### src/rtl/bmo_pkg.sv
`default_nettype none

package bmo_pkg;

    // Fixed geometry of the row words and of the stores.
    localparam int ROW_W       = 16;
    localparam int STORE_DEPTH = 16;
    localparam int DIM_W       = 5;
    localparam int IDX_W       = 4;
    localparam int CFG_IDX_W   = 2;

    // Input item function codes.
    localparam logic [1:0] FUNC_LOAD_A = 2'd0;
    localparam logic [1:0] FUNC_LOAD_B = 2'd1;
    localparam logic [1:0] FUNC_RUN    = 2'd2;

    // Configuration register indexes.
    localparam logic [CFG_IDX_W-1:0] CFG_OP_MODE = 2'd0;
    localparam logic [CFG_IDX_W-1:0] CFG_A_ROWS  = 2'd1;
    localparam logic [CFG_IDX_W-1:0] CFG_A_COLS  = 2'd2;
    localparam logic [CFG_IDX_W-1:0] CFG_B_COLS  = 2'd3;

    typedef enum logic [1:0] {
        OP_MULTIPLY = 2'd0,
        OP_AND      = 2'd1,
        OP_OR       = 2'd2,
        OP_NOT_A    = 2'd3
    } op_mode_t;

    typedef struct packed {
        logic [1:0]       func;
        logic [IDX_W-1:0] row_index;
        logic [ROW_W-1:0] row_bits;
    } in_item_t;

    typedef struct packed {
        logic [IDX_W-1:0] result_row_index;
        logic [ROW_W-1:0] result_row_bits;
        logic             last;
    } out_item_t;

    // Control that travels alongside a row through the pipeline.
    typedef struct packed {
        logic             valid;
        logic             last;
        logic [IDX_W-1:0] index;
    } stage_ctrl_t;

    // A dimension of zero acts as one; one above the limit acts as the limit.
    function automatic logic [DIM_W-1:0] eff_dim(input logic [DIM_W-1:0] v,
                                                 input logic [DIM_W-1:0] limit);
        logic [DIM_W-1:0] r;
        begin
            if (v == '0) begin
                r = DIM_W'(1);
            end else if (v > limit) begin
                r = limit;
            end else begin
                r = v;
            end
            return r;
        end
    endfunction

    // Ones in the low cols bits; cols is at most ROW_W.
    function automatic logic [ROW_W-1:0] width_mask(input logic [DIM_W-1:0] cols);
        logic [ROW_W-1:0] m;
        begin
            m = ~({ROW_W{1'b1}} << cols);
            return m;
        end
    endfunction

endpackage

`default_nettype wire

### src/rtl/boolean_matrix_ops.sv
`default_nettype none

// Channel     Direction  Handshake          Transaction payload
// s_          input      s_valid / s_ready  func, row_index, row_bits
// m_          output     m_valid / m_ready  result_row_index, result_row_bits, last
// cfg_        input      cfg_wr_en          cfg_index, cfg_wdata (no read-back)
//
// A load transaction writes one row of A or B.
// A run transaction issues one row of A per cycle unless the pipeline stalls,
// so the effective row count sets its length; the input is taken again once
// the last row has left the fetch stage. Reset is synchronous, clears the
// control state and returns the configuration to multiply with sixteen rows
// and columns; the stores hold garbage until written.
// A held output row with m_ready low stalls the whole pipeline; no row is lost.
module boolean_matrix_ops #(
    parameter int MAX_DIM = 16
) (
    input  wire logic                                aclk,
    input  wire logic                                aresetn,
    input  wire logic                                s_valid,
    output logic                                     s_ready,
    input  wire bmo_pkg::in_item_t                   s_data,
    output logic                                     m_valid,
    input  wire logic                                m_ready,
    output bmo_pkg::out_item_t                       m_data,
    input  wire logic                                cfg_wr_en,
    input  wire logic [bmo_pkg::CFG_IDX_W-1:0]       cfg_index,
    input  wire logic [bmo_pkg::DIM_W-1:0]           cfg_wdata
);

    // The number of usable rows is bounded both by the parameter and by the
    // fixed store depth. Each of these rows also has its own product lane.
    localparam int ROW_LIMIT = (MAX_DIM < bmo_pkg::STORE_DEPTH) ? MAX_DIM
                                                                : bmo_pkg::STORE_DEPTH;
    localparam int CNT_W     = $clog2(ROW_LIMIT);
    localparam logic [bmo_pkg::DIM_W-1:0] LIMIT_DIM = bmo_pkg::DIM_W'(ROW_LIMIT);

    // Configuration registers.
    bmo_pkg::op_mode_t          op_mode_reg;
    logic [bmo_pkg::DIM_W-1:0]  a_rows_reg;
    logic [bmo_pkg::DIM_W-1:0]  a_cols_reg;
    logic [bmo_pkg::DIM_W-1:0]  b_cols_reg;

    // Matrix stores, one row word per entry.
    logic [bmo_pkg::ROW_W-1:0]  a_store [ROW_LIMIT];
    logic [bmo_pkg::ROW_W-1:0]  b_store [ROW_LIMIT];

    // Issue stage state.
    logic                       busy_reg;
    logic [CNT_W-1:0]           cnt_reg;

    // Stage 1: fetched and masked rows of A and B.
    bmo_pkg::stage_ctrl_t       st1_ctrl_reg;
    logic [bmo_pkg::ROW_W-1:0]  st1_a_reg;
    logic [bmo_pkg::ROW_W-1:0]  st1_b_reg;

    // Stage 2: rows kept for the elementwise operations, lanes in parallel.
    bmo_pkg::stage_ctrl_t       st2_ctrl_reg;
    logic [bmo_pkg::ROW_W-1:0]  st2_a_reg;
    logic [bmo_pkg::ROW_W-1:0]  st2_b_reg;

    logic [ROW_LIMIT-1:0][bmo_pkg::ROW_W-1:0] lane_rows;

    logic [bmo_pkg::DIM_W-1:0]  rows_eff;
    logic [bmo_pkg::DIM_W-1:0]  acols_eff;
    logic [bmo_pkg::DIM_W-1:0]  bcols_eff;
    logic [bmo_pkg::ROW_W-1:0]  a_mask;
    logic [bmo_pkg::ROW_W-1:0]  b_mask;

    logic                       adv;
    logic                       s_accept;
    logic                       issue_last;
    logic                       m_valid_int;

    assign rows_eff  = bmo_pkg::eff_dim(a_rows_reg, LIMIT_DIM);
    assign acols_eff = bmo_pkg::eff_dim(a_cols_reg, LIMIT_DIM);
    assign bcols_eff = bmo_pkg::eff_dim(b_cols_reg, LIMIT_DIM);
    assign a_mask    = bmo_pkg::width_mask(acols_eff);
    assign b_mask    = bmo_pkg::width_mask(bcols_eff);

    // The pipeline moves whenever the output register is empty or being drained.
    assign adv = !m_valid_int || m_ready;

    // A new transaction waits until the previous run has left stage 1, since
    // the lanes still read the B store while its last row is in that stage.
    assign s_ready  = !busy_reg && !st1_ctrl_reg.valid;
    assign s_accept = s_valid && s_ready;

    assign issue_last = (bmo_pkg::DIM_W'(cnt_reg) + bmo_pkg::DIM_W'(1)) == rows_eff;

    // Configuration writes. All four indexes are listed; the default arm is never taken.
    always_ff @(posedge aclk) begin
        if (!aresetn) begin
            op_mode_reg <= bmo_pkg::OP_MULTIPLY;
            a_rows_reg  <= bmo_pkg::DIM_W'(16);
            a_cols_reg  <= bmo_pkg::DIM_W'(16);
            b_cols_reg  <= bmo_pkg::DIM_W'(16);
        end else if (cfg_wr_en) begin
            case (cfg_index)
                bmo_pkg::CFG_OP_MODE: op_mode_reg <= bmo_pkg::op_mode_t'(cfg_wdata[1:0]);
                bmo_pkg::CFG_A_ROWS:  a_rows_reg  <= cfg_wdata;
                bmo_pkg::CFG_A_COLS:  a_cols_reg  <= cfg_wdata;
                bmo_pkg::CFG_B_COLS:  b_cols_reg  <= cfg_wdata;
                default: ;
            endcase
        end
    end

    // Row loads. A row index at or beyond the usable rows is ignored.
    always_ff @(posedge aclk) begin
        if (s_accept && ({1'b0, s_data.row_index} < LIMIT_DIM)) begin
            if (s_data.func == bmo_pkg::FUNC_LOAD_A) begin
                a_store[s_data.row_index[CNT_W-1:0]] <= s_data.row_bits;
            end else if (s_data.func == bmo_pkg::FUNC_LOAD_B) begin
                b_store[s_data.row_index[CNT_W-1:0]] <= s_data.row_bits;
            end
        end
    end

    // Issue control: a run transaction starts the row counter, which then steps
    // once per advancing cycle until the last row of A has been fetched.
    always_ff @(posedge aclk) begin
        if (!aresetn) begin
            busy_reg <= 1'b0;
            cnt_reg  <= '0;
        end else if (busy_reg) begin
            if (adv) begin
                cnt_reg <= cnt_reg + CNT_W'(1);
                if (issue_last) begin
                    busy_reg <= 1'b0;
                end
            end
        end else if (s_accept && s_data.func == bmo_pkg::FUNC_RUN) begin
            busy_reg <= 1'b1;
            cnt_reg  <= '0;
        end
    end

    // Stage 1: fetch row i of both stores, masked to the columns of A.
    always_ff @(posedge aclk) begin
        if (!aresetn) begin
            st1_ctrl_reg.valid <= 1'b0;
        end else if (adv) begin
            st1_ctrl_reg.valid <= busy_reg;
            st1_ctrl_reg.last  <= issue_last;
            st1_ctrl_reg.index <= bmo_pkg::IDX_W'(cnt_reg);
            st1_a_reg          <= a_store[cnt_reg] & a_mask;
            st1_b_reg          <= b_store[cnt_reg] & a_mask;
        end
    end

    // Stage 2: the lanes form their partial products while the plain rows are
    // carried along for the elementwise operations.
    always_ff @(posedge aclk) begin
        if (!aresetn) begin
            st2_ctrl_reg.valid <= 1'b0;
        end else if (adv) begin
            st2_ctrl_reg.valid <= st1_ctrl_reg.valid;
            st2_ctrl_reg.last  <= st1_ctrl_reg.last;
            st2_ctrl_reg.index <= st1_ctrl_reg.index;
            st2_a_reg          <= st1_a_reg;
            st2_b_reg          <= st1_b_reg;
        end
    end

    // Lane k handles term k of the product: it passes row k of B when bit k of
    // the current A row is set. Bits of A beyond the columns are already clear.
    for (genvar k = 0; k < ROW_LIMIT; k++) begin : g_lane
        bmo_lane u_lane (
            .aclk     (aclk),
            .adv      (adv),
            .a_bit    (st1_a_reg[k]),
            .b_row    (b_store[k]),
            .b_mask   (b_mask),
            .prod_row (lane_rows[k])
        );
    end

    // Stage 3: merge the lanes or apply the elementwise operation, then hold
    // the result transaction until it is taken.
    bmo_merge #(
        .NUM_LANES (ROW_LIMIT)
    ) u_merge (
        .aclk      (aclk),
        .aresetn   (aresetn),
        .adv       (adv),
        .op_mode   (op_mode_reg),
        .a_mask    (a_mask),
        .ctrl      (st2_ctrl_reg),
        .a_row     (st2_a_reg),
        .b_row     (st2_b_reg),
        .lane_rows (lane_rows),
        .m_valid   (m_valid_int),
        .m_data    (m_data)
    );

    assign m_valid = m_valid_int;

endmodule

`default_nettype wire

### src/rtl/bmo_lane.sv
`default_nettype none

// One product lane: contributes row k of B when bit k of the A row is set.
module bmo_lane (
    input  wire logic                     aclk,
    input  wire logic                     adv,
    input  wire logic                     a_bit,
    input  wire logic [bmo_pkg::ROW_W-1:0] b_row,
    input  wire logic [bmo_pkg::ROW_W-1:0] b_mask,
    output logic      [bmo_pkg::ROW_W-1:0] prod_row
);

    logic [bmo_pkg::ROW_W-1:0] prod_reg;
    logic [bmo_pkg::ROW_W-1:0] prod_next;

    always_comb begin
        prod_next = a_bit ? (b_row & b_mask) : '0;
    end

    always_ff @(posedge aclk) begin
        if (adv) begin
            prod_reg <= prod_next;
        end
    end

    assign prod_row = prod_reg;

endmodule

`default_nettype wire

### src/rtl/bmo_merge.sv
`default_nettype none

// Combines the lane products (multiply) or the two rows (elementwise
// operations) and holds the result in the output register.
module bmo_merge #(
    parameter int NUM_LANES = 16
) (
    input  wire logic                                  aclk,
    input  wire logic                                  aresetn,
    input  wire logic                                  adv,
    input  wire bmo_pkg::op_mode_t                     op_mode,
    input  wire logic [bmo_pkg::ROW_W-1:0]             a_mask,
    input  wire bmo_pkg::stage_ctrl_t                  ctrl,
    input  wire logic [bmo_pkg::ROW_W-1:0]             a_row,
    input  wire logic [bmo_pkg::ROW_W-1:0]             b_row,
    input  wire logic [NUM_LANES-1:0][bmo_pkg::ROW_W-1:0] lane_rows,
    output logic                                       m_valid,
    output bmo_pkg::out_item_t                         m_data
);

    logic                      valid_reg;
    bmo_pkg::out_item_t        data_reg;
    logic [bmo_pkg::ROW_W-1:0] prod_or;
    logic [bmo_pkg::ROW_W-1:0] row_next;

    always_comb begin
        prod_or = '0;
        for (int k = 0; k < NUM_LANES; k++) begin
            prod_or = prod_or | lane_rows[k];
        end
        case (op_mode)
            bmo_pkg::OP_MULTIPLY: row_next = prod_or;
            bmo_pkg::OP_AND:      row_next = a_row & b_row;
            bmo_pkg::OP_OR:       row_next = a_row | b_row;
            bmo_pkg::OP_NOT_A:    row_next = ~a_row & a_mask;
            default:              row_next = '0;
        endcase
    end

    always_ff @(posedge aclk) begin
        if (!aresetn) begin
            valid_reg <= 1'b0;
        end else if (adv) begin
            valid_reg <= ctrl.valid;
        end
    end

    always_ff @(posedge aclk) begin
        if (adv) begin
            data_reg.result_row_index <= ctrl.index;
            data_reg.result_row_bits  <= row_next;
            data_reg.last             <= ctrl.last;
        end
    end

    assign m_valid = valid_reg;
    assign m_data  = data_reg;

endmodule

`default_nettype wire
### config.mk
export PLATFORM = sky130hd
export DESIGN_NAME = boolean_matrix_ops
export DESIGN_NICKNAME = d
export VERILOG_FILES = /design/src/rtl/bmo_pkg.sv /design/src/rtl/boolean_matrix_ops.sv /design/src/rtl/bmo_lane.sv /design/src/rtl/bmo_merge.sv
export SDC_FILE = /design/constraint.sdc
export NUM_CORES = 1
export LEC_CHECK = 0
export BUFFER_PORTS_ARGS = -buffer_cell sky130_fd_sc_hd__buf_2
export CAP_MARGIN = 5
export CORE_MARGIN = 3
export CORE_UTILIZATION = 60
export DETAILED_ROUTE_END_ITERATION = 8
export GPL_ROUTABILITY_DRIVEN = 0
export PLACE_DENSITY = 0.78
export SYNTH_ARGS = -nofsm -noshare
export SYNTH_HDL_FRONTEND = slang
export SYNTH_SLANG_ARGS = --single-unit
export TNS_END_PERCENT = 5
### constraint.sdc
create_clock -name aclk -period 11.4 [get_ports aclk]
set_clock_uncertainty 0.1 [all_clocks]
set_input_delay 1.71 -clock aclk [delete_from_list [all_inputs] [get_ports aclk]]
set_output_delay 1.71 -clock aclk [all_outputs]
set_load 0.02 [all_outputs]
==> implementation parameters <==
Parameter                              Value

Status
  Status ... complete, no violations

Global routing
  Vias in the first global route ... 18772
  Total gr overflow ... 0
  Maximum number of pins on one net before global-route repair ... 112
  Wire length of the first global-routing pass ... 125000 um
  Overall Global Routing Usage ... 29.3%
  Number of antenna violations at the first check in global routing ... 5

Routing
  Number of DRC markers after the initial detailed-route iteration ... 2863
  ANT nets after route ... 0
  Average vias per placed instance ... 6.80
  First drt pass iteration count ... 6
  Overall via count from detail_route ... 18551
  Total wire length ... 86000 um
  Detailed-route DRC error count ... 0
  Post-detailed-route wirelength per cell ... 31.5 um

Clock tree
  H-tree Lvls ... 3
  Total of hold buffers inserted after clock tree synthesis ... 0
  Worst-path clk slew ... 0.06 ns
  CTS tree ... done
  Max clock buf depth ... 3
  Clock buffer count from CTS ... 86
  Setup bufs post-CTS ... 0
  Sinks on Clock Net ... 892
  Number of gates given a new drive strength after cts ... 0
  Latest clock arrival within the worst-skew pair ... 0.65 ns
  Clock tree root buffer cell ... sky130_fd_sc_hd__clkbuf_16

Layout
  Net count reported at finish ... 1937
  Layout overhead on the synthesized area ... 11.2%
  Filler cell count ... 3490
  Share of post-route cells with drive strength above 1 ... 20.1%
  Final cell count without fillers ... 2729

Yosys
  Post-synth top cells ... 863 x sky130_fd_sc_hd__edfxtp_1, 257 x sky130_fd_sc_hd__and3_1, 149 x sky130_fd_sc_hd__mux4_2, 71 x sky130_fd_sc_hd__nor2_1, 62 x sky130_fd_sc_hd__nor4_1
  Dominant cell by count in the synthesized netlist ... sky130_fd_sc_hd__edfxtp_1
  Sequential cell area fraction in the yosys report ... 77.0%
  Netlist area before placement ... 34400 um^2
  Synthesis warning total ... 0
  Async set or reset register ratio after synthesis ... 0%
  Most common flop cell mapped by yosys ... sky130_fd_sc_hd__edfxtp_1
  Number of enable flip-flop cells after synthesis ... 863
  Number of cells produced by synthesis ... 1826
  Post-synth cell types ... 43
  Number of register bits inferred by synthesis ... 892
  Area share of the largest cell type after synthesis ... 75.3%
  Top post-synthesis cells by area ... sky130_fd_sc_hd__edfxtp_1 75%, sky130_fd_sc_hd__mux4_2 9.7%, sky130_fd_sc_hd__and3_1 4.7%
  Net count of the mapped netlist ... 1861
  Leading area contributor after synthesis ... sky130_fd_sc_hd__edfxtp_1
  Synthesized area per cell ... 18.9 um^2

Power and ir drop
  Standby leakage power ... 13.3 nW
  Peak supply drop ... 0.000154 V
  Power per cell area ... 176 nW/um^2

STA
  Min Tclk post-route ... 3.73 ns
  Max Slew Vio Count ... 0
  Final hold violations ... 0
  Max Fclk ... 268 MHz
  Slew at the pin closest to its max-slew limit ... 1.41 ns
  Setup-violating endpoint count in the final report ... 0
  Relative slew margins ... 6.12%
  Sum of negative setup slack ... 0 ns
  Fraction of the cycle the final worst path needs ... 32.7%
  Setup repair after global routing missed its margin ... false

Setup path
  Most Frequent Cell on Critical Path ... sky130_fd_sc_hd__nand2_1
  Cells on worst reg2reg path ... 4
  Critical path start-end classification ... in2reg
  Kind of cell adding the most delay to the critical path ... simple AND/OR/NAND/NOR gates
  Biggest fanout along the worst timing path ... 16
  Capture instance of the worst register-to-register path ... st1_b_reg[5]$_DFFE_PP_
  Critical Path AT ... 3.87 ns
  Kind of start point of the critical path ... input pin
  Buf/Inv on CP ... 1
  Crit path largest cell delay ... 1.10 ns
  Critical Path RT ... 11.54 ns
  Critical-path cell list ... buf_2, nand2_1, nor3b_1, nand2_1, nor2_2
  Highest-delay cell along the critical path ... sky130_fd_sc_hd__nor2_2
  Endpoint kind of the worst setup timing path ... register
  Reg-to-reg setup timing slack ... 7.79 ns

Floorplanning
  I/O Pins ... 57
  Cell row count ... 87
  Die height ... 246 um
  Die width ... 246 um
  Core box area ... 56600 um^2
  Die Outline Area ... 60300 um^2
  Initial Utilization ... 60.8%

Worst hold path
  Instance count along the most critical hold path ... 0
  Destination of the worst hold path ... st2_ctrl_reg[3]$_DFFE_PP_
  Hold WC Path Type ... reg2reg
  Startpoint of the most critical hold path ... st1_ctrl_reg[3]$_DFFE_PP_

Placement
  Estimated wirelength of the detail-placed design ... 48700 um
  Input/output buffers ... 56
  Total instance count after detailed placement ... 2570

Run
  Count of maximum capacitance violations ... 0
-- final cells by class --
cell class / instances / area (um^2) / area share, %
repair buffers: 80 / 460 / 1.20
clock inverters: 59 / 542 / 1.42
multi-input cells: 836 / 7580 / 19.8
well taps: 756 / 946 / 2.47
inverters: 6 / 30.0 / 0.0785
diodes: 3 / 7.51 / 0.0196
flip-flops and latches: 892 / 26500 / 69.3
clock buffers: 97 / 2190 / 5.73
-- metal layers --
layer	track usage, %	vias to the layer above	share of wire (%)
li1	-	7594	-
met1	37.6	9300	34
met2	46.4	1374	48
met3	8.73	281	13
met4	14.1	2	5.1
met5	0	-	0.015
-- how the worst max path moves through the flow --
stage,depth (start not counted),start,slack (ns),to
final,5,s_valid,7.67,b_store[10][7]$_DFFE_PP_
after detailed placement,5,s_valid,7.07,b_store[11][9]$_DFFE_PP_
after CTS,5,register,7.69,st1_a_reg[1]$_DFFE_PP_
after global placement,5,s_valid,7.14,b_store[11][1]$_DFFE_PP_
after floorplan,3,m_ready,1.43,st1_a_reg[0]$_DFFE_PP_
after global routing,4,register,7.50,st1_a_reg[6]$_DFFE_PP_
-- power by group --
group	leakage, nW	switching, W	total, W	internal, W
Sequential	8.73	0.0000666	0.00372	0.00366
Clock	1.34	0.00121	0.00278	0.00157
Combinational	3.22	0.000133	0.000214	0.0000808
Total	13.3	0.00141	0.00672	0.00531
-- through the flow --
step	cell area, um^2	power, W	utilization (%)	setup slack, ns	hold slack (ns)
floorplan	34400	0.00388	-	1.43	0.300
global placement	35500	0.00399	62.8	7.14	0.301
detailed placement	35500	0.00400	62.8	7.07	0.305
CTS	38300	0.00673	67.6	7.69	0.319
global route	38300	0.00688	67.6	7.50	0.324
finish	38300	0.00672	67.6	7.67	0.316
-- cell usage in the layout, fill, tap and decap left out, types with 23 or more instances in the layout --
cell,n
sky130_fd_sc_hd__nor2b_1,47
sky130_fd_sc_hd__nor2_1,39
sky130_fd_sc_hd__nor2_2,32
sky130_fd_sc_hd__nor3_1,26
sky130_fd_sc_hd__mux2i_1,27
sky130_fd_sc_hd__buf_2,56
sky130_fd_sc_hd__and3_1,257
sky130_fd_sc_hd__nor4_1,62
sky130_fd_sc_hd__mux4_2,149
sky130_fd_sc_hd__buf_4,24
sky130_fd_sc_hd__dfxtp_1,25
sky130_fd_sc_hd__clkinv_1,23
sky130_fd_sc_hd__clkbuf_16,86
sky130_fd_sc_hd__a211oi_1,24
sky130_fd_sc_hd__nand2_1,41
sky130_fd_sc_hd__edfxtp_1,863
-- cell families (layout without fill, tap and decap cells) --
logic type      Yosys count  in the layout  synth area share, %
compound gates          104            104                 2.00
xor+xnor                  3              3               0.0763
fa+ha+maj                 1              1               0.0363
buf+inv                  98            242                 1.25
flops                   892            892                 77.0
mux                     176            176                 10.5
other cells               0              3                    0
simple gates            552            552                 9.12
No activity file was read; power rests on OpenSTA's default activity.
